File: src/rtl/emsa_pkg.sv
// Package for the encoder mode setpoint adjuster.
// Holds the mode codes, the field widths and the display arithmetic helpers.
// No dependencies.
package emsa_pkg;

  typedef logic [2:0] mode_t;

  // Mode codes; every mode but MODE_MONITOR selects a setpoint that the encoder adjusts.
  localparam mode_t MODE_HIGH_DUTY = 3'd1;
  localparam mode_t MODE_LOW_DUTY  = 3'd2;
  localparam mode_t MODE_MONITOR   = 3'd3;
  localparam mode_t MODE_CURRENT   = 3'd4;
  localparam mode_t MODE_VOLTAGE   = 3'd5;

  // Encoder pin pairs that give one count per detent.
  localparam logic [1:0] PINS_IDLE   = 2'b00;
  localparam logic [1:0] PINS_B_ONLY = 2'b01;

  localparam int unsigned CurrentLimitReset = 21;

  // Percent of full scale 255: x*100/255, exact for any 8-bit x.
  // Uses p/255 = (p + 1 + p/256) / 256, valid for p below 65280.
  function automatic logic [6:0] pct_of_255(input logic [7:0] x);
    logic [15:0] p;
    logic [15:0] s;
    begin
      p = 16'(x) * 16'd100;
      s = p + 16'd1 + (p >> 8);
      return s[14:8];
    end
  endfunction

  // x*100/1023 for 8-bit x, same correction with a 1024 base.
  function automatic logic [6:0] pct_of_1023(input logic [7:0] x);
    logic [15:0] p;
    logic [15:0] s;
    begin
      p = 16'(x) * 16'd100;
      s = p + 16'd1 + (p >> 10);
      return {2'b00, s[14:10]};
    end
  endfunction

  // Divide a value below 100 by ten with a reciprocal multiply.
  function automatic logic [3:0] div_by_ten(input logic [6:0] r);
    logic [17:0] m;
    begin
      m = 18'(r) * 18'd205;
      return m[14:11];
    end
  endfunction

endpackage

File: src/rtl/encoder_mode_setpoint_adjuster_top.sv
// Top level of the encoder mode setpoint adjuster.
// Depends on emsa_pkg for mode codes and the display arithmetic.
//
// Each transfer on the input channel is a mode button press or one encoder pin
// sample, and it yields one result transfer with all setpoints, the display
// value and its decimal digits. The block takes one item per clock while input
// stall is low: the setpoint registers update at the input transfer, and the
// display value is computed from them and loaded into the output register when
// that register is free or its output is not stalled. The setpoint registers
// double as a holding stage in front of the output register, which lets the
// input side keep moving while one result waits; input stall rises only when
// both are full and the output is stalled. The current_limit register is
// written through its own channel, which is always ready; the user must write
// it only while the block is idle, and the block itself does not enforce this.
module encoder_mode_setpoint_adjuster_top
  import emsa_pkg::*;
(
  input  logic       clk,
  input  logic       rst,
  // Configuration write channel.
  input  logic       cfg_valid,
  output logic       cfg_ready,
  input  logic [6:0] cfg_data,
  // Input channel.
  input  logic       in_valid,
  output logic       in_stall,
  input  logic       command,
  input  logic [1:0] enc_pins,
  // Output channel.
  output logic       out_valid,
  input  logic       out_stall,
  output logic [2:0] mode,
  output logic [7:0] duty_high_side,
  output logic [7:0] duty_low_side,
  output logic [6:0] current_level,
  output logic [7:0] voltage_level,
  output logic [6:0] shown_value,
  output logic [3:0] digit_thousands,
  output logic [3:0] digit_hundreds,
  output logic [3:0] digit_tens,
  output logic [3:0] digit_units,
  output logic       point_on
);

  // Setpoint state and configuration.
  logic [6:0] current_limit;
  mode_t      mode_sel;
  logic [1:0] prev_pins;
  logic [7:0] high_duty;
  logic [7:0] low_duty;
  logic [6:0] current_lvl;
  logic [7:0] voltage_lvl;
  logic       pend_valid;

  mode_t      mode_sel_next;
  logic [1:0] prev_pins_next;
  logic [7:0] high_duty_next;
  logic [7:0] low_duty_next;
  logic [6:0] current_lvl_next;
  logic [7:0] voltage_lvl_next;

  logic in_take;
  logic out_load;
  logic count_up;
  logic count_dn;
  logic sample;

  logic [6:0] shown;
  logic       hundreds;
  logic [6:0] rem_hund;
  logic [3:0] tens;
  logic [3:0] units;

  // Handshake control. The setpoint registers hold the pending result
  // until it moves into the output register.
  assign cfg_ready = 1'b1;
  assign out_load  = pend_valid && (!out_valid || !out_stall);
  assign in_stall  = pend_valid && !out_load;
  assign in_take   = in_valid && !in_stall;

  // Quadrature decode, one count per detent.
  assign sample   = !command && (mode_sel != MODE_MONITOR);
  assign count_up = (prev_pins == PINS_B_ONLY) && (enc_pins == PINS_IDLE);
  assign count_dn = (prev_pins == PINS_IDLE) && (enc_pins == PINS_B_ONLY);

  // Next setpoint state for the item at the input.
  always_comb begin
    mode_sel_next    = mode_sel;
    prev_pins_next   = prev_pins;
    high_duty_next   = high_duty;
    low_duty_next    = low_duty;
    current_lvl_next = current_lvl;
    voltage_lvl_next = voltage_lvl;
    if (command) begin
      mode_sel_next = (mode_sel >= MODE_VOLTAGE) ? MODE_HIGH_DUTY : mode_sel + 3'd1;
    end else if (sample) begin
      prev_pins_next = enc_pins;
      case (mode_sel)
        MODE_HIGH_DUTY: begin
          if (count_up) high_duty_next = high_duty + 8'd1;
          else if (count_dn) high_duty_next = high_duty - 8'd1;
        end
        MODE_LOW_DUTY: begin
          if (count_up) low_duty_next = low_duty + 8'd1;
          else if (count_dn) low_duty_next = low_duty - 8'd1;
        end
        MODE_CURRENT: begin
          if (count_up && current_lvl < current_limit) begin
            current_lvl_next = current_lvl + 7'd1;
          end else if (count_dn && current_lvl != 7'd0) begin
            current_lvl_next = current_lvl - 7'd1;
          end
        end
        MODE_VOLTAGE: begin
          if (count_up && voltage_lvl != 8'hFF) voltage_lvl_next = voltage_lvl + 8'd1;
          else if (count_dn && voltage_lvl != 8'd0) voltage_lvl_next = voltage_lvl - 8'd1;
        end
        default: begin
        end
      endcase
      // A lowered limit pulls the current level down on any sample.
      if (current_lvl > current_limit) current_lvl_next = current_limit;
    end
  end

  // Setpoint registers, updated at each input transfer.
  always_ff @(posedge clk) begin
    if (rst) begin
      current_limit <= 7'(CurrentLimitReset);
      mode_sel      <= MODE_HIGH_DUTY;
      prev_pins     <= PINS_IDLE;
      high_duty     <= 8'd0;
      low_duty      <= 8'd0;
      current_lvl   <= 7'd0;
      voltage_lvl   <= 8'd0;
      pend_valid    <= 1'b0;
    end else begin
      if (cfg_valid && cfg_ready) current_limit <= cfg_data;
      if (in_take) begin
        mode_sel    <= mode_sel_next;
        prev_pins   <= prev_pins_next;
        high_duty   <= high_duty_next;
        low_duty    <= low_duty_next;
        current_lvl <= current_lvl_next;
        voltage_lvl <= voltage_lvl_next;
        pend_valid  <= 1'b1;
      end else if (out_load) begin
        pend_valid <= 1'b0;
      end
    end
  end

  // Display value for the current mode.
  always_comb begin
    case (mode_sel)
      MODE_HIGH_DUTY: shown = pct_of_255(high_duty);
      MODE_LOW_DUTY:  shown = pct_of_255(low_duty);
      MODE_MONITOR:   shown = pct_of_1023(low_duty);
      MODE_CURRENT:   shown = current_lvl;
      default:        shown = pct_of_255(voltage_lvl);
    endcase
  end

  // Decimal digits; the value never reaches 200.
  assign hundreds = (shown >= 7'd100);
  assign rem_hund = hundreds ? shown - 7'd100 : shown;
  assign tens     = div_by_ten(rem_hund);
  assign units    = 4'(rem_hund - 7'(tens) * 7'd10);

  // Output valid flag.
  always_ff @(posedge clk) begin
    if (rst) begin
      out_valid <= 1'b0;
    end else if (out_load) begin
      out_valid <= 1'b1;
    end else if (!out_stall) begin
      out_valid <= 1'b0;
    end
  end

  // Output payload register.
  always_ff @(posedge clk) begin
    if (out_load) begin
      mode            <= mode_sel;
      duty_high_side  <= high_duty;
      duty_low_side   <= low_duty;
      current_level   <= current_lvl;
      voltage_level   <= voltage_lvl;
      shown_value     <= shown;
      digit_thousands <= 4'd0;
      digit_hundreds  <= {3'b000, hundreds};
      digit_tens      <= tens;
      digit_units     <= units;
      point_on        <= (mode_sel == MODE_VOLTAGE);
    end
  end

endmodule
File: config.mk
export PLATFORM = sky130hd
export DESIGN_NAME = encoder_mode_setpoint_adjuster_top
export DESIGN_NICKNAME = d
export VERILOG_FILES = /design/src/rtl/emsa_pkg.sv /design/src/rtl/encoder_mode_setpoint_adjuster_top.sv
export SDC_FILE = /design/constraint.sdc
export NUM_CORES = 1
export LEC_CHECK = 0
export ABC_CLOCK_PERIOD_IN_PS = 20100
export BUFFER_PORTS_ARGS = -buffer_cell sky130_fd_sc_hd__buf_4
export CAP_MARGIN = 20
export CORE_AREA = 2 2 138 154
export CTS_CLUSTER_SIZE = 24
export DETAILED_ROUTE_END_ITERATION = 8
export DIE_AREA = 0 0 140 156
export GPL_TIMING_DRIVEN = 0
export PLACE_DENSITY = 0.63
export RECOVER_POWER = 25
export SYNTH_ARGS = -nofsm -noshare
export SYNTH_HDL_FRONTEND = slang
export SYNTH_SLANG_ARGS = --single-unit
File: constraint.sdc
create_clock -name clk -period 20.1 [get_ports clk]
set_input_delay 1.005 -clock clk [delete_from_list [all_inputs] [get_ports clk]]
set_output_delay 1.005 -clock clk [all_outputs]
set_load 0.05 [all_outputs]
[Yosys cells after proc, flatten, opt, wreduce, memory -nomap -nowiden]
Index checks and enable logic that the tools add are counted.
Storage, ports and cells
  output and inout port bits: 61
  register bits after elaboration: 96
Cells by class
  equality and inequality tests: 10
  reductions and logical operators: 31
  multiplexer cells: 17
  add/subtract/negate cells: 18
  order comparisons: 4
  bitwise logic cells: 1
  multiply operators: 5
Operator list (count)
  $mux 8: 6
  $add 15x1->15 const B: 3
  $add 15x7->15: 3
  $mul 8x5->13 const B: 3
  $mux 7: 5
  $pmux 7 s4: 1
  $add 8x1->8 const B: 3
  $sub 8x1->8 const B: 3
  $reduce_and 5->1: 4
  $add 15x5->15: 1
  $mul 7x8->15 const B: 1
  $logic_and 1x1->1: 10
  $ne 8x8->1 const B: 1
  $reduce_bool 2->1: 4
  $reduce_bool 8->1: 1
  $add 7x1->7 const B: 1
  $ge 7x7->1 const B: 1
  $gt 7x7->1: 1
  $lt 7x7->1: 1
  $reduce_bool 7->1: 1
  $sub 7x1->7 const B: 1
  $sub 7x7->7 const B: 1
  $eq 3x2->1 const B: 2
  $eq 3x3->1 const B: 2
  other kinds (17): 26

[Longest topological paths before layout]
Gate-level depths: netlist of the first run.
  depth in word-level cells: 9
  mapped depth: 45

[Worst setup path after synthesis of the first run]
OpenSTA, ideal clock, no wires.
  kind: register to register
  start: reg voltage_lvl[2]
  end: reg digit_units[3] (data pin)
  arrival time: 9.543 ns
  stages on the path, launching flop included: 41
  buffers on the path: 0
  required time: 19.838 ns
  setup slack: 10.295 ns
  setup time: 0.262 ns
  path through: dfxtp_1 inv_1 ha_1 ha_1 fa_1 ha_1 nor2b_1 o31a_1 o31a_1 o22ai_1 xnor2_1 ha_1 and3_1 o21ai_0 a2111oi_0 nand2_1 xor2_1 o211ai_1 [5 not listed] xnor2_1 ha_1 fa_1 ha_1 inv_1 fa_1 inv_1 ha_1 a21oi_1 o22ai_1 a211o_1 a311o_2 a21oi_1 xnor2_1 fa_1 xnor2_1 xnor2_1 xnor2_1
On the way
  longest elaborated chain between the ends: 9
  elaborated cells on any way between the ends: 10
  classes of those cells: 4 x add/sub; 3 x mul; 1 x order compare; 2 x mux
Ends and longest elaborated chain
  start, declared: RTL line encoder_mode_setpoint_adjuster_top.sv:52  | logic [7:0] voltage_lvl;
  start signal, assigned: RTL line encoder_mode_setpoint_adjuster_top.sv:145  | voltage_lvl <= voltage_lvl_next;
  $mul 8x5->13 *: RTL line emsa_pkg.sv:27  | p = 16'(x) * 16'd100;
  $add 15x1->15: RTL line emsa_pkg.sv:28  | s = p + 16'd1 + (p >> 8);
  $add 15x7->15 *: RTL line emsa_pkg.sv:28
  $pmux 7 s4 *: RTL line encoder_mode_setpoint_adjuster_top.sv:155  | case (mode_sel)
  $ge 7x7->1 *: RTL line encoder_mode_setpoint_adjuster_top.sv:165  | assign hundreds = (shown >= 7'd100);
  named net hundreds: RTL line encoder_mode_setpoint_adjuster_top.sv:69  | logic hundreds;
  $mux 7 *: RTL line encoder_mode_setpoint_adjuster_top.sv:166  | assign rem_hund = hundreds ? shown - 7'd100 : shown;
  $mul 7x8->15: RTL line emsa_pkg.sv:48  | m = 18'(r) * 18'd205;
  $mul 4x3->3: RTL line encoder_mode_setpoint_adjuster_top.sv:168  | assign units = 4'(rem_hund - 7'(tens) * 7'd10);
  $sub 4x4->4 *: RTL line encoder_mode_setpoint_adjuster_top.sv:168
  named net units[3]: RTL line encoder_mode_setpoint_adjuster_top.sv:72  | logic [3:0] units;
  end signal, assigned: RTL line encoder_mode_setpoint_adjuster_top.sv:193  | digit_units <= units;
  end, declared: RTL line encoder_mode_setpoint_adjuster_top.sv:41  | output logic [3:0] digit_units,
The timed path passes the listed nets; every way through them passes the cells marked *.
A chain may end at the register's enable or synchronous reset.

[Final worst setup path of the first run]
  start: reg low_duty[2]
  end: reg digit_units[3] (data pin)
On the way
  longest elaborated chain between the ends: 9
  elaborated cells on any way between the ends: 11
  classes of those cells: 5 x add/sub; 3 x mul; 1 x order compare; 2 x mux
Ends and longest elaborated chain
  start, declared: RTL line encoder_mode_setpoint_adjuster_top.sv:50  | logic [7:0] low_duty;
  start signal, assigned: RTL line encoder_mode_setpoint_adjuster_top.sv:143  | low_duty <= low_duty_next;
  $mul 8x5->13 *: RTL line emsa_pkg.sv:27, emsa_pkg.sv:38
  $add 15x1->15: RTL line emsa_pkg.sv:28, emsa_pkg.sv:39
  $add 15x5->15 / $add 15x7->15 (equally long branches): RTL line emsa_pkg.sv:39, emsa_pkg.sv:28
  $pmux 7 s4 *: RTL line encoder_mode_setpoint_adjuster_top.sv:155
  named net shown[2]: RTL line encoder_mode_setpoint_adjuster_top.sv:68  | logic [6:0] shown;
  $ge 7x7->1 *: RTL line encoder_mode_setpoint_adjuster_top.sv:165
  named net hundreds: RTL line encoder_mode_setpoint_adjuster_top.sv:69
  $mux 7 *: RTL line encoder_mode_setpoint_adjuster_top.sv:166
  $mul 7x8->15 *: RTL line emsa_pkg.sv:48
  named net tens[0]: RTL line encoder_mode_setpoint_adjuster_top.sv:71  | logic [3:0] tens;
  $mul 4x3->3 *: RTL line encoder_mode_setpoint_adjuster_top.sv:168
  $sub 4x4->4 *: RTL line encoder_mode_setpoint_adjuster_top.sv:168
  named net units[3]: RTL line encoder_mode_setpoint_adjuster_top.sv:72
Marks and branches as above.

==> results of run 1 <==
-- worst max-delay path by stage --
stage	to	startpoint	depth (start not counted)	slack (ns)
3_3_place_gp	digit_units[3]$_DFFE_PP_	low_duty[2]$_SDFFE_PP0P_	40	9.01
3_5_place_dp	digit_units[3]$_DFFE_PP_	low_duty[2]$_SDFFE_PP0P_	38	8.83
5_1_grt	digit_units[3]$_DFFE_PP_	low_duty[2]$_SDFFE_PP0P_	42	7.99
2_1_floorplan	digit_units[3]$_DFFE_PP_	voltage_lvl[2]$_SDFFE_PP0P_	40	10.29
4_1_cts	digit_units[3]$_DFFE_PP_	low_duty[2]$_SDFFE_PP0P_	42	8.83
6_report	digit_units[3]$_DFFE_PP_	low_duty[2]$_SDFFE_PP0P_	42	8.84
-- cell usage in the layout (no fill, tap or decap), types with 5 or more instances in the layout --
cell type,n
sky130_fd_sc_hd__clkbuf_16,10
sky130_fd_sc_hd__xnor2_1,41
sky130_fd_sc_hd__a21o_1,35
sky130_fd_sc_hd__and3_1,8
sky130_fd_sc_hd__nand2b_1,7
sky130_fd_sc_hd__buf_4,74
sky130_fd_sc_hd__edfxtp_1,50
sky130_fd_sc_hd__fa_1,22
sky130_fd_sc_hd__clkbuf_1,14
sky130_fd_sc_hd__nand4_1,7
sky130_fd_sc_hd__o211ai_1,11
sky130_fd_sc_hd__inv_1,84
sky130_fd_sc_hd__nor3_1,14
sky130_fd_sc_hd__conb_1,8
sky130_fd_sc_hd__a221oi_1,5
sky130_fd_sc_hd__nor2b_1,9
sky130_fd_sc_hd__nand2_1,40
sky130_fd_sc_hd__a21oi_1,54
sky130_fd_sc_hd__a21boi_0,6
sky130_fd_sc_hd__mux2i_1,21
sky130_fd_sc_hd__xor2_1,21
sky130_fd_sc_hd__ha_1,176
sky130_fd_sc_hd__a211oi_1,14
sky130_fd_sc_hd__o21ai_0,25
sky130_fd_sc_hd__nand3_1,14
sky130_fd_sc_hd__nor4b_1,5
sky130_fd_sc_hd__dfxtp_1,45
sky130_fd_sc_hd__nor4_1,9
sky130_fd_sc_hd__nor2_1,83
sky130_fd_sc_hd__or2_2,5
sky130_fd_sc_hd__o21a_1,8
sky130_fd_sc_hd__o21bai_1,6
-- worst reg2reg max path: cells and delay by family (launching register included) --
| kind | cells | cell delay (ns) |
|---|---|---|
| and+or+nand+nor | 9 | 1.30 |
| DFF | 1 | 0.51 |
| AOI/OAI and AO/OA | 11 | 3.53 |
| adders and majority gates | 13 | 4.47 |
| xor gates and xnor gates | 5 | 0.88 |
| buffers and inverters | 4 | 0.32 |
-- state kept, by name (all words and copies together), names as in the netlist --
name            count
current_lvl         7
point_on            1
pend_valid          1
voltage_level       8
low_duty            8
voltage_lvl         8
shown_value         7
prev_pins           2
high_duty           8
digit_tens          4
duty_high_side      8
mode_sel            3
mode                3
current_level       7
duty_low_side       8
digit_hundreds      1
current_limit       7
digit_units         3
out_valid           1
-- layout make-up --
type                       instances  area share
clock inverter                     5     0.00601
timing repair buffer              68      0.0534
tap                              256      0.0314
buffer                            26      0.0150
sequential                        95       0.236
multi-input combinational        736       0.602
clock buffer                      11      0.0249
inverter                          85      0.0313
-- where the power goes --
part           leakage, nW  switching (mW)  internal [mW]  total [mW]
logic                 4.15          0.0932         0.0564       0.150
clock network        0.156          0.0821          0.105       0.187
registers            0.847         0.00481          0.215       0.220
-- kinds of logic (layout without fill, tap and decap cells) --
group,count (synthesis),after routing,share of synthesized area
mux,21,21,0.0234
flops,95,95,0.267
fa+ha+maj,200,200,0.296
buf+inv,111,195,0.0525
xor+xnor,63,63,0.0622
simple gates,221,221,0.121
compound gates,223,223,0.177
other cells,2,8,0.000835
-- per-layer routing --
metal / global-route usage / up-vias / part of all wire
li1: - / 3576 / -
met1: 0.242 / 3259 / 0.46
met2: 0.331 / 105 / 0.48
met3: 0.0255 / 31 / 0.028
met4: 0.0722 / 0 / 0.024
met5: 0 / - / 0
==> impl_metrics.toml, run 1 <==
[synth]
yosysUniqueCellTypes = 86
synth_top_cells_by_count = "sky130_fd_sc_hd__ha_1 (176), sky130_fd_sc_hd__inv_1 (84), sky130_fd_sc_hd__nor2_1 (83)"
avgSynthCellArea_um2 = 9.61
count_leader_synth = "sky130_fd_sc_hd__ha_1"
post_synth_inst_count = 936
synth_sequential_area_ratio = 0.267
synth-edff-count = 50
synth-seq-cells = 95
synth.top_cell.area_share = 0.245
share_of_flip_flops_with_an_asynchronous_set_or_reset_after_synthesis = 0
synth.top_cells.by_area = "sky130_fd_sc_hd__ha_1 (24%), sky130_fd_sc_hd__edfxtp_1 (17%), sky130_fd_sc_hd__dfxtp_1 (10%), sky130_fd_sc_hd__fa_1 (4.9%), sky130_fd_sc_hd__xnor2_1 (4.0%)"
number_of_synthesis_warnings = 0
ys_dominant_reg_cell = "sky130_fd_sc_hd__edfxtp_1"
synth_top_cell_by_area = "sky130_fd_sc_hd__ha_1"
synthesis.area_mm2 = 0.00899

[finish]
num_antenna_cells = 0
layout.area.seq_mm2 = 0.00240
fillcell_total = 1864
share_of_post_route_cells_with_drive_strength_above_1 = 0.120
postLayoutCellArea_mm2 = 0.0102
finalNetCount = 1234
area_growth_pct = 13.4
area_of_the_multi_input_gates_mm2 = 0.00614
final_core_utilization = 0.502
finish.cell_count_without_fillers = 1282

[timing]
maxSlewHeadroom = -0.403
min_period_ns = 11.26
final-setup-viol-count = 0
timing.clock.skew_ns = 0.0113
finalHoldWorstSlack_ns = 0.500
maxClockFrequency_mhz = 88.8
slew_violations = 12
rsz0062_at_grt = "false"
min_period_over_period = 0.560
final_critical_path_setup_slack_ns = 8.84
tightestPinTransition_ns = 2.09
timing_hold_violations_final = 0
fin_setup_tns_ns = 0

[drt]
routed-via-count = 6971
post_drt_wl_per_cell_um = 15.5
total_wirelength_of_the_detailed_routed_design_um = 19900
detail_route.iter0.violations = 325
route.detailed.vias_per_inst = 5.44
route.antenna.remaining_nets = 0
detail_route.first_pass.iterations = 8
detail_route.drc_violations = 4

[clocking]
holdBufCountCts = 0
cts_tree = "built"
cts_post_setup_buffers_inserted = 0
htree_num_levels = 3
cts_made_buffers = 9
cts_num_sinks = 95
max-clock-path-buffers = 2
clock_insertion_delay_worst_skew_ns = 0.37
post_cts_resized = 0
clkTransAtPathRegs_ns = 0.07
ctsRootBufferMaster = "sky130_fd_sc_hd__clkbuf_16"

[power_and_ir_drop]
p_leak_nw = 5.16
power_mw = 0.557
max-vdd-ir-drop_mv = 0.0449
cellPowerDensity_mw_per_mm2 = 54.6

[global_route]
first_pass_grt_wire_length_um = 33600
global_route.overflow_total = 0
grt_pass1_vias = 6809
antenna_found_initial = 0
groute.usage.overall = 0.191
grt_start_max_net_pins = 23

[worst_setup_path]
critical_path.max_stage_delay_ns = 0.55
timing.critical_path.buf_inv = 4
r2r.worst_path.cells = 42
crit_required_ns = 20.22
critPathMostFrequentCell = "sky130_fd_sc_hd__ha_1"
delay_heaviest_family_cp = "adder cells"
worstReg2RegStart = "low_duty[2]$_SDFFE_PP0P_"
worst_path_max_delay_cell = "sky130_fd_sc_hd__o41ai_1"
r2r_slack_ns = 8.84
criticalPathCategory = "reg -> reg"
worstSetupStartpointType = "register"
worst_ep_arrival_time_ns = 11.38
regToRegEndpoint = "digit_units[3]$_DFFE_PP_"
cp-end-kind = "register"
critPathMaxFanout = 8

[hold_path]
worst_hold_startpoint = "pend_valid$_SDFFE_PP0P_"
whs_endpoint = "out_valid$_SDFFE_PP0P_"
hold-path-cell-count = 2
timing.hold.worst.class = "reg -> reg"

[placement]
dpl-instance-area_mm2 = 0.00989
dp.cells = 1265
io_buffers = 65
routabilityCongestion = 0.857
hpwl_um = 16000
detailedPlace.worstSlack_ns = 8.83

[floorplanning]
design.die.area_mm2 = 0.0218
count_of_pins_on_the_block_boundary = 76
coreArea_mm2 = 0.0203
std_cell_rows = 55
floorplan.initialDensity = 0.443
die_width_um = 140
dieHeight_um = 156

[status]
failed_checks = "DRC, capacitance limit, slew limit"
run_status = "complete, but fails checks"

[flow_run]
drv.max_cap_violation_count = 1
(Power assumes the default switching activity.)
==> run 2, diff against run 1 <==
ABC_CLOCK_PERIOD_IN_PS = 9250   (was 20100)
PLACE_DENSITY = 0.66   (was 0.63)
clock period = 9.25 ns   (was 20.1 ns; I/O delays follow)
==> run 2 against run 1 <==
  * The flow finishes with violations (DRC, setup timing)
  * Critical path type unchanged
  * Largest power group unchanged
  * Critical endpoint unchanged
  * Clock skew is 0.0064 ns lower
  * Worst setup slack got worse by 9.1 ns
  * Register-to-register slack got worse by 9.1 ns
  * Sequential power grew 120%
  * Combinational power rose to 2.7 times the previous value
  * Global-route usage up 0.86 points
  * Sequential cell count is the same
  * Sequential share of layout area fell by 2.2 points
  * Critical path depth is 3 lower
==> impl_metrics.toml, run 2 (synthesis results as in run 1) <==
[status]
run_status = "complete, but fails checks"
failed_checks = "DRC, setup timing"

[floorplanning]
std_cell_rows = 55
count_of_pins_on_the_block_boundary = 76
dieHeight_um = 156
floorplan.initialDensity = 0.443
die_width_um = 140
coreArea_mm2 = 0.0203
design.die.area_mm2 = 0.0218

[timing]
finalHoldWorstSlack_ns = 0.306
maxClockFrequency_mhz = 105
tightestPinTransition_ns = 0.969
rsz0062_at_grt = "true"
maxSlewHeadroom = 0.352
final_critical_path_setup_slack_ns = -0.246
timing.clock.skew_ns = 0.00492
slew_violations = 0
min_period_over_period = 1.03
final-setup-viol-count = 1
min_period_ns = 9.50
timing_hold_violations_final = 0

[drt]
route.antenna.remaining_nets = 0
total_wirelength_of_the_detailed_routed_design_um = 21600
post_drt_wl_per_cell_um = 16.2
route.detailed.vias_per_inst = 5.47
detail_route.drc_violations = 4
detail_route.first_pass.iterations = 8
routed-via-count = 7279
detail_route.iter0.violations = 283

[finish]
finish.cell_count_without_fillers = 1331
share_of_post_route_cells_with_drive_strength_above_1 = 0.274
final_core_utilization = 0.566
area_growth_pct = 27.9
fillcell_total = 1703
finalNetCount = 1283
num_antenna_cells = 0
leading_cell_type_in_the_layout_fill_and_taps_excluded = "sky130_fd_sc_hd__ha_1"
leading_cell_types_in_the_layout_fill_and_taps_excluded = "sky130_fd_sc_hd__ha_1 (140), sky130_fd_sc_hd__buf_4 (123), sky130_fd_sc_hd__nor2_1 (80)"

[power_and_ir_drop]
combPwrFrac = 0.316
max-vdd-ir-drop_mv = 0.0722
p_seq_frac = 0.376
pwr-share-clk = 0.308
power_mw = 1.26
p_leak_nw = 5.41
internal_power_mw = 0.819
cellPowerDensity_mw_per_mm2 = 110
sw_frac_of_total = 0.350
p_sw_mw = 0.441

[placement]
detailedPlace.worstSlack_ns = -1.15
hpwl_um = 15900
dp.cells = 1265
io_buffers = 65
routabilityCongestion = 0.839

[worst_setup_path]
worst_ep_arrival_time_ns = 9.62
worst_path_max_delay_cell = "sky130_fd_sc_hd__or4_1"
critPathMaxFanout = 6
crit_required_ns = 9.37
critical_path.max_stage_delay_ns = 0.53
timing.critical_path.buf_inv = 3
critPathMostFrequentCell = "sky130_fd_sc_hd__ha_4"
criticalPathCategory = "reg -> reg"
worstSetupStartpointType = "register"
delay_heaviest_family_cp = "adder cells"
cp-end-kind = "register"

[global_route]
groute.usage.overall = 0.199
grt_start_max_net_pins = 27
grt_pass1_vias = 7312
first_pass_grt_wire_length_um = 35200
antenna_found_initial = 0
global_route.overflow_total = 0

[flow_run]
drv.max_cap_violation_count = 0

[clocking]
ctsRootBufferMaster = "sky130_fd_sc_hd__clkbuf_16"
max-clock-path-buffers = 2
clkTransAtPathRegs_ns = 0.08
clock_insertion_delay_worst_skew_ns = 0.37
htree_num_levels = 3
cts_tree = "built"
cts_made_buffers = 9
cts_num_sinks = 95

[hold_path]
timing.hold.worst.class = "in -> reg"
## run 2: worst register-to-register path: cells and delay by family (launching register included)
family	cells	cell delay [ns]
fa+ha+maj	13	4.03
compound gates	11	2.36
simple gates	7	1.49
xor+xnor	5	0.86
flops	1	0.37
buf+inv	3	0.13
## run 2: worst paths after layout
kind,start,end,slack [ns],cells after the start
max,low_duty[3]$_SDFFE_PP0P_,digit_units[3]$_DFFE_PP_,-0.25,39
min,cfg_data[0],current_limit[0]$_SDFFE_PP1P_,0.31,3
max reg2reg,low_duty[3]$_SDFFE_PP0P_,digit_units[3]$_DFFE_PP_,-0.25,39
min reg2reg,low_duty[6]$_SDFFE_PP0P_,duty_low_side[6]$_DFFE_PP_,0.49,0
## run 2: routing by layer
layer | share of wire | vias up | global-route usage
li1 | - | 3668 | -
met2 | 0.52 | 96 | 0.379
met3 | 0.021 | 22 | 0.0246
met5 | 0 | - | 0
met4 | 0.015 | 0 | 0.0640
met1 | 0.44 | 3493 | 0.232
## run 2: what timing repair did
action / 4_1_cts / 5_1_grt
setup endpoints to repair: 7 / 6
pin swaps: 51 / 55
buffers inserted: 29 / 22
resized for setup: 65 / 56
hold buffers: 0 / 0
## run 2: final cells by class
type | instances | area [um2] | share of cell area
plain buffers | 25 | 149 | 0.0129
clock buffers | 9 | 225 | 0.0196
clock inverters | 7 | 76.3 | 0.00664
inverters | 85 | 322 | 0.0280
multi-input cells | 736 | 7020 | 0.611
flip-flops and latches | 95 | 2460 | 0.214
well taps | 256 | 320 | 0.0279
repair buffers | 118 | 922 | 0.0802
## run 2: stage by stage
step	cell area [um2]	setup TNS [ns]
2_1_floorplan	9300	0
3_3_place_gp	10100	-3.09
3_5_place_dp	10200	-3.00
4_1_cts	11000	-0.316
5_1_grt	11500	-1.04
6_report	11500	-0.246
## run 2: power groups by stage
stage,logic (mW),clock network [mW],registers (mW)
after floorplan,0.213,0,0.534
after global placement,0.330,0,0.490
after detailed placement,0.340,0,0.488
after CTS,0.386,0.397,0.477
after global routing,0.440,0.412,0.476
final,0.398,0.388,0.474
==> run 3, diff against run 2 <==
ABC_AREA = 1   (was default)
CORE_AREA = 2 2 139 155   (was 2 2 138 154)
DIE_AREA = 0 0 141 157   (was 0 0 140 156)
PLACE_DENSITY = 0.65   (was 0.66)
==> run 3 against run 2 <==
  * The run now ends clean
  * Synthesized area up 1.1%
  * Total power increased by 12%
  * Synthesized cell count rose by 21%
  * Critical endpoint unchanged
  * Clock-buffer cell count increased by 1
  * Maximum frequency is 8.8% higher
  * Non-clock buffer count shrank 48
  * Cell count up 12%
  * Cell area down 7.0%
==> impl_metrics.toml, run 3 <==
[finish]
num_antenna_cells = 0
leading_cell_types_in_the_layout_fill_and_taps_excluded = "sky130_fd_sc_hd__nand2_1 (192), sky130_fd_sc_hd__inv_1 (169), sky130_fd_sc_hd__ha_1 (163)"
postLayoutCellArea_mm2 = 0.0107
finish.cell_count_without_fillers = 1487
area_growth_pct = 17.7
finalNetCount = 1439
leading_cell_type_in_the_layout_fill_and_taps_excluded = "sky130_fd_sc_hd__nand2_1"
fillcell_total = 1892
share_of_post_route_cells_with_drive_strength_above_1 = 0.192

[timing]
tightestPinTransition_ns = 1.05
maxSlewHeadroom = 0.294
slew_violations = 0
final-setup-viol-count = 0
maxClockFrequency_mhz = 115
timing.clock.skew_ns = 0.00866
min_period_over_period = 0.944
timing_hold_violations_final = 0
min_period_ns = 8.73

[synth]
number_of_synthesis_warnings = 0
synth-edff-count = 50
synthesis.area_mm2 = 0.00909
synth.top_cell.area_share = 0.242
avgSynthCellArea_um2 = 8.05
ys_dominant_reg_cell = "sky130_fd_sc_hd__edfxtp_1"
synth_sequential_area_ratio = 0.264
post_synth_inst_count = 1130
count_leader_synth = "sky130_fd_sc_hd__nand2_1"
synth-seq-cells = 95
share_of_flip_flops_with_an_asynchronous_set_or_reset_after_synthesis = 0
synth_top_cell_by_area = "sky130_fd_sc_hd__ha_1"
synth_top_cells_by_count = "sky130_fd_sc_hd__nand2_1 (204), sky130_fd_sc_hd__ha_1 (176), sky130_fd_sc_hd__inv_1 (174)"
yosysUniqueCellTypes = 49
synth.top_cells.by_area = "sky130_fd_sc_hd__ha_1 (24%), sky130_fd_sc_hd__edfxtp_1 (17%), sky130_fd_sc_hd__dfxtp_1 (9.9%), sky130_fd_sc_hd__nand2_1 (8.4%), sky130_fd_sc_hd__inv_1 (7.2%)"

[clocking]
holdBufCountCts = 0
clkTransAtPathRegs_ns = 0.07
max-clock-path-buffers = 2
cts_tree = "built"
ctsRootBufferMaster = "sky130_fd_sc_hd__clkbuf_16"
cts_num_sinks = 95
htree_num_levels = 3
cts_made_buffers = 9
clock_insertion_delay_worst_skew_ns = 0.36

[power_and_ir_drop]
p_leak_nw = 5.60
max-vdd-ir-drop_mv = 0.0867
cellPowerDensity_mw_per_mm2 = 131
power_mw = 1.41

[placement]
routabilityCongestion = 0.888
io_buffers = 66
hpwl_um = 16400
dp.cells = 1460
dpl-instance-area_mm2 = 0.0100

[drt]
route.antenna.remaining_nets = 0
detail_route.first_pass.iterations = 5
total_wirelength_of_the_detailed_routed_design_um = 20800
detail_route.iter0.violations = 354
detail_route.drc_violations = 0
routed-via-count = 7690
post_drt_wl_per_cell_um = 14.0
route.detailed.vias_per_inst = 5.17

[worst_setup_path]
critPathMaxFanout = 7
worstSetupStartpointType = "register"
critical_path.max_stage_delay_ns = 0.50
crit_required_ns = 9.36
path_depth = 52
criticalPathCategory = "reg -> reg"
worst_ep_arrival_time_ns = 8.85
critPathMostFrequentCell = "sky130_fd_sc_hd__nand2_1"
r2r.worst_path.cells = 52
delay_heaviest_family_cp = "adder cells"
worst_path_max_delay_cell = "sky130_fd_sc_hd__fa_1"
cp-end-kind = "register"
timing.critical_path.buf_inv = 8

[global_route]
first_pass_grt_wire_length_um = 34600
global_route.overflow_total = 0
grt_start_max_net_pins = 20
grt_pass1_vias = 7365
groute.usage.overall = 0.194
antenna_found_initial = 0

[flow_run]
drv.max_cap_violation_count = 0

[hold_path]
hold-path-cell-count = 3
timing.hold.worst.class = "in -> reg"

[floorplanning]
die_width_um = 141
floorplan.initialDensity = 0.445
dieHeight_um = 157
count_of_pins_on_the_block_boundary = 76
std_cell_rows = 55
coreArea_mm2 = 0.0204
design.die.area_mm2 = 0.0221

[status]
run_status = "completed"
## run 3: cell count changes after synthesis, sizes merged, moves of 9 or more
cell	delta
o21ai	+31
a21oi	+44
o211ai	-10
xnor2	-33
nor2b	-9
mux2i	-21
nand3	+64
a211oi	-11
nand2	+188
and3	-9
a21o	-33
inv	+101
nor2	-19
nand4	+14
## run 3: area by class of cell
type / instances / area (um2) / share of cell area
buffer: 16 / 93.8 / 0.00877
clock buffer: 10 / 239 / 0.0223
clock inverter: 6 / 51.3 / 0.00479
inverter: 186 / 703 / 0.0657
multi-input combinational: 839 / 6210 / 0.581
sequential: 95 / 2440 / 0.228
tap: 256 / 320 / 0.0299
timing repair buffer: 79 / 633 / 0.0592
## run 3: worst register-to-register path, delay by kind of cell, from the launching register on
| family | cells | cell delay, ns |
|---|---|---|
| adders and majority gates | 12 | 3.86 |
| DFF | 1 | 0.38 |
| AOI/OAI and AO/OA | 7 | 1.03 |
| xor gates and xnor gates | 1 | 0.19 |
| and+or+nand+nor | 24 | 2.51 |
| buffers and inverters | 8 | 0.50 |
## run 3: routing by layer
| metal | global-route usage | vias up | part of all wire |
|---|---|---|---|
| li1 | - | 3988 | - |
| met1 | 0.247 | 3530 | 0.46 |
| met2 | 0.343 | 148 | 0.48 |
| met3 | 0.0216 | 24 | 0.036 |
| met4 | 0.0671 | 0 | 0.020 |
| met5 | 0 | - | 0 |
## run 3: timing repair
action,CTS,global route
gates resized for setup,8,73
endpoints found under the setup margin,1,3
pin swaps,0,30
setup buffers,0,11
## run 3: report_power, final
| part | internal (mW) | switching (mW) |
|---|---|---|
| combinational | 0.208 | 0.341 |
| sequential | 0.476 | 0.0113 |
| clock | 0.194 | 0.176 |
## run 3: cell families after synthesis
kind of cell,count (synthesis),synth area share
adders and majority gates,198,0.291
buffers and inverters,202,0.0874
AOI/OAI and AO/OA,188,0.114
xor gates and xnor gates,31,0.0315
DFF,95,0.264
and+or+nand+nor,414,0.212
other,2,0.000826
## run 3: stage by stage
step / setup slack [ns] / util / hold WS (ns) / TNS (ns)
3_3_place_gp: -0.0427 / 0.486 / 0.454 / -0.0427
4_1_cts: 0.0174 / 0.504 / 0.304 / 0
5_1_grt: -0.0798 / 0.524 / 0.323 / -0.0798
6_report: 0.518 / 0.524 / 0.314 / 0
2_1_floorplan: 0.825 / - / 0.445 / 0
3_5_place_dp: -0.0991 / 0.489 / 0.466 / -0.0991
## run 3: worst paths after layout
kind / endpoint / slack, ns / start
min reg2reg: prev_pins[1]$_SDFFE_PP0P_ / 0.48 / prev_pins[1]$_SDFFE_PP0P_
max: digit_units[3]$_DFFE_PP_ / 0.52 / low_duty[2]$_SDFFE_PP0P_
min: current_limit[4]$_SDFFE_PP1P_ / 0.31 / cfg_data[4]
max reg2reg: digit_units[3]$_DFFE_PP_ / 0.52 / low_duty[2]$_SDFFE_PP0P_
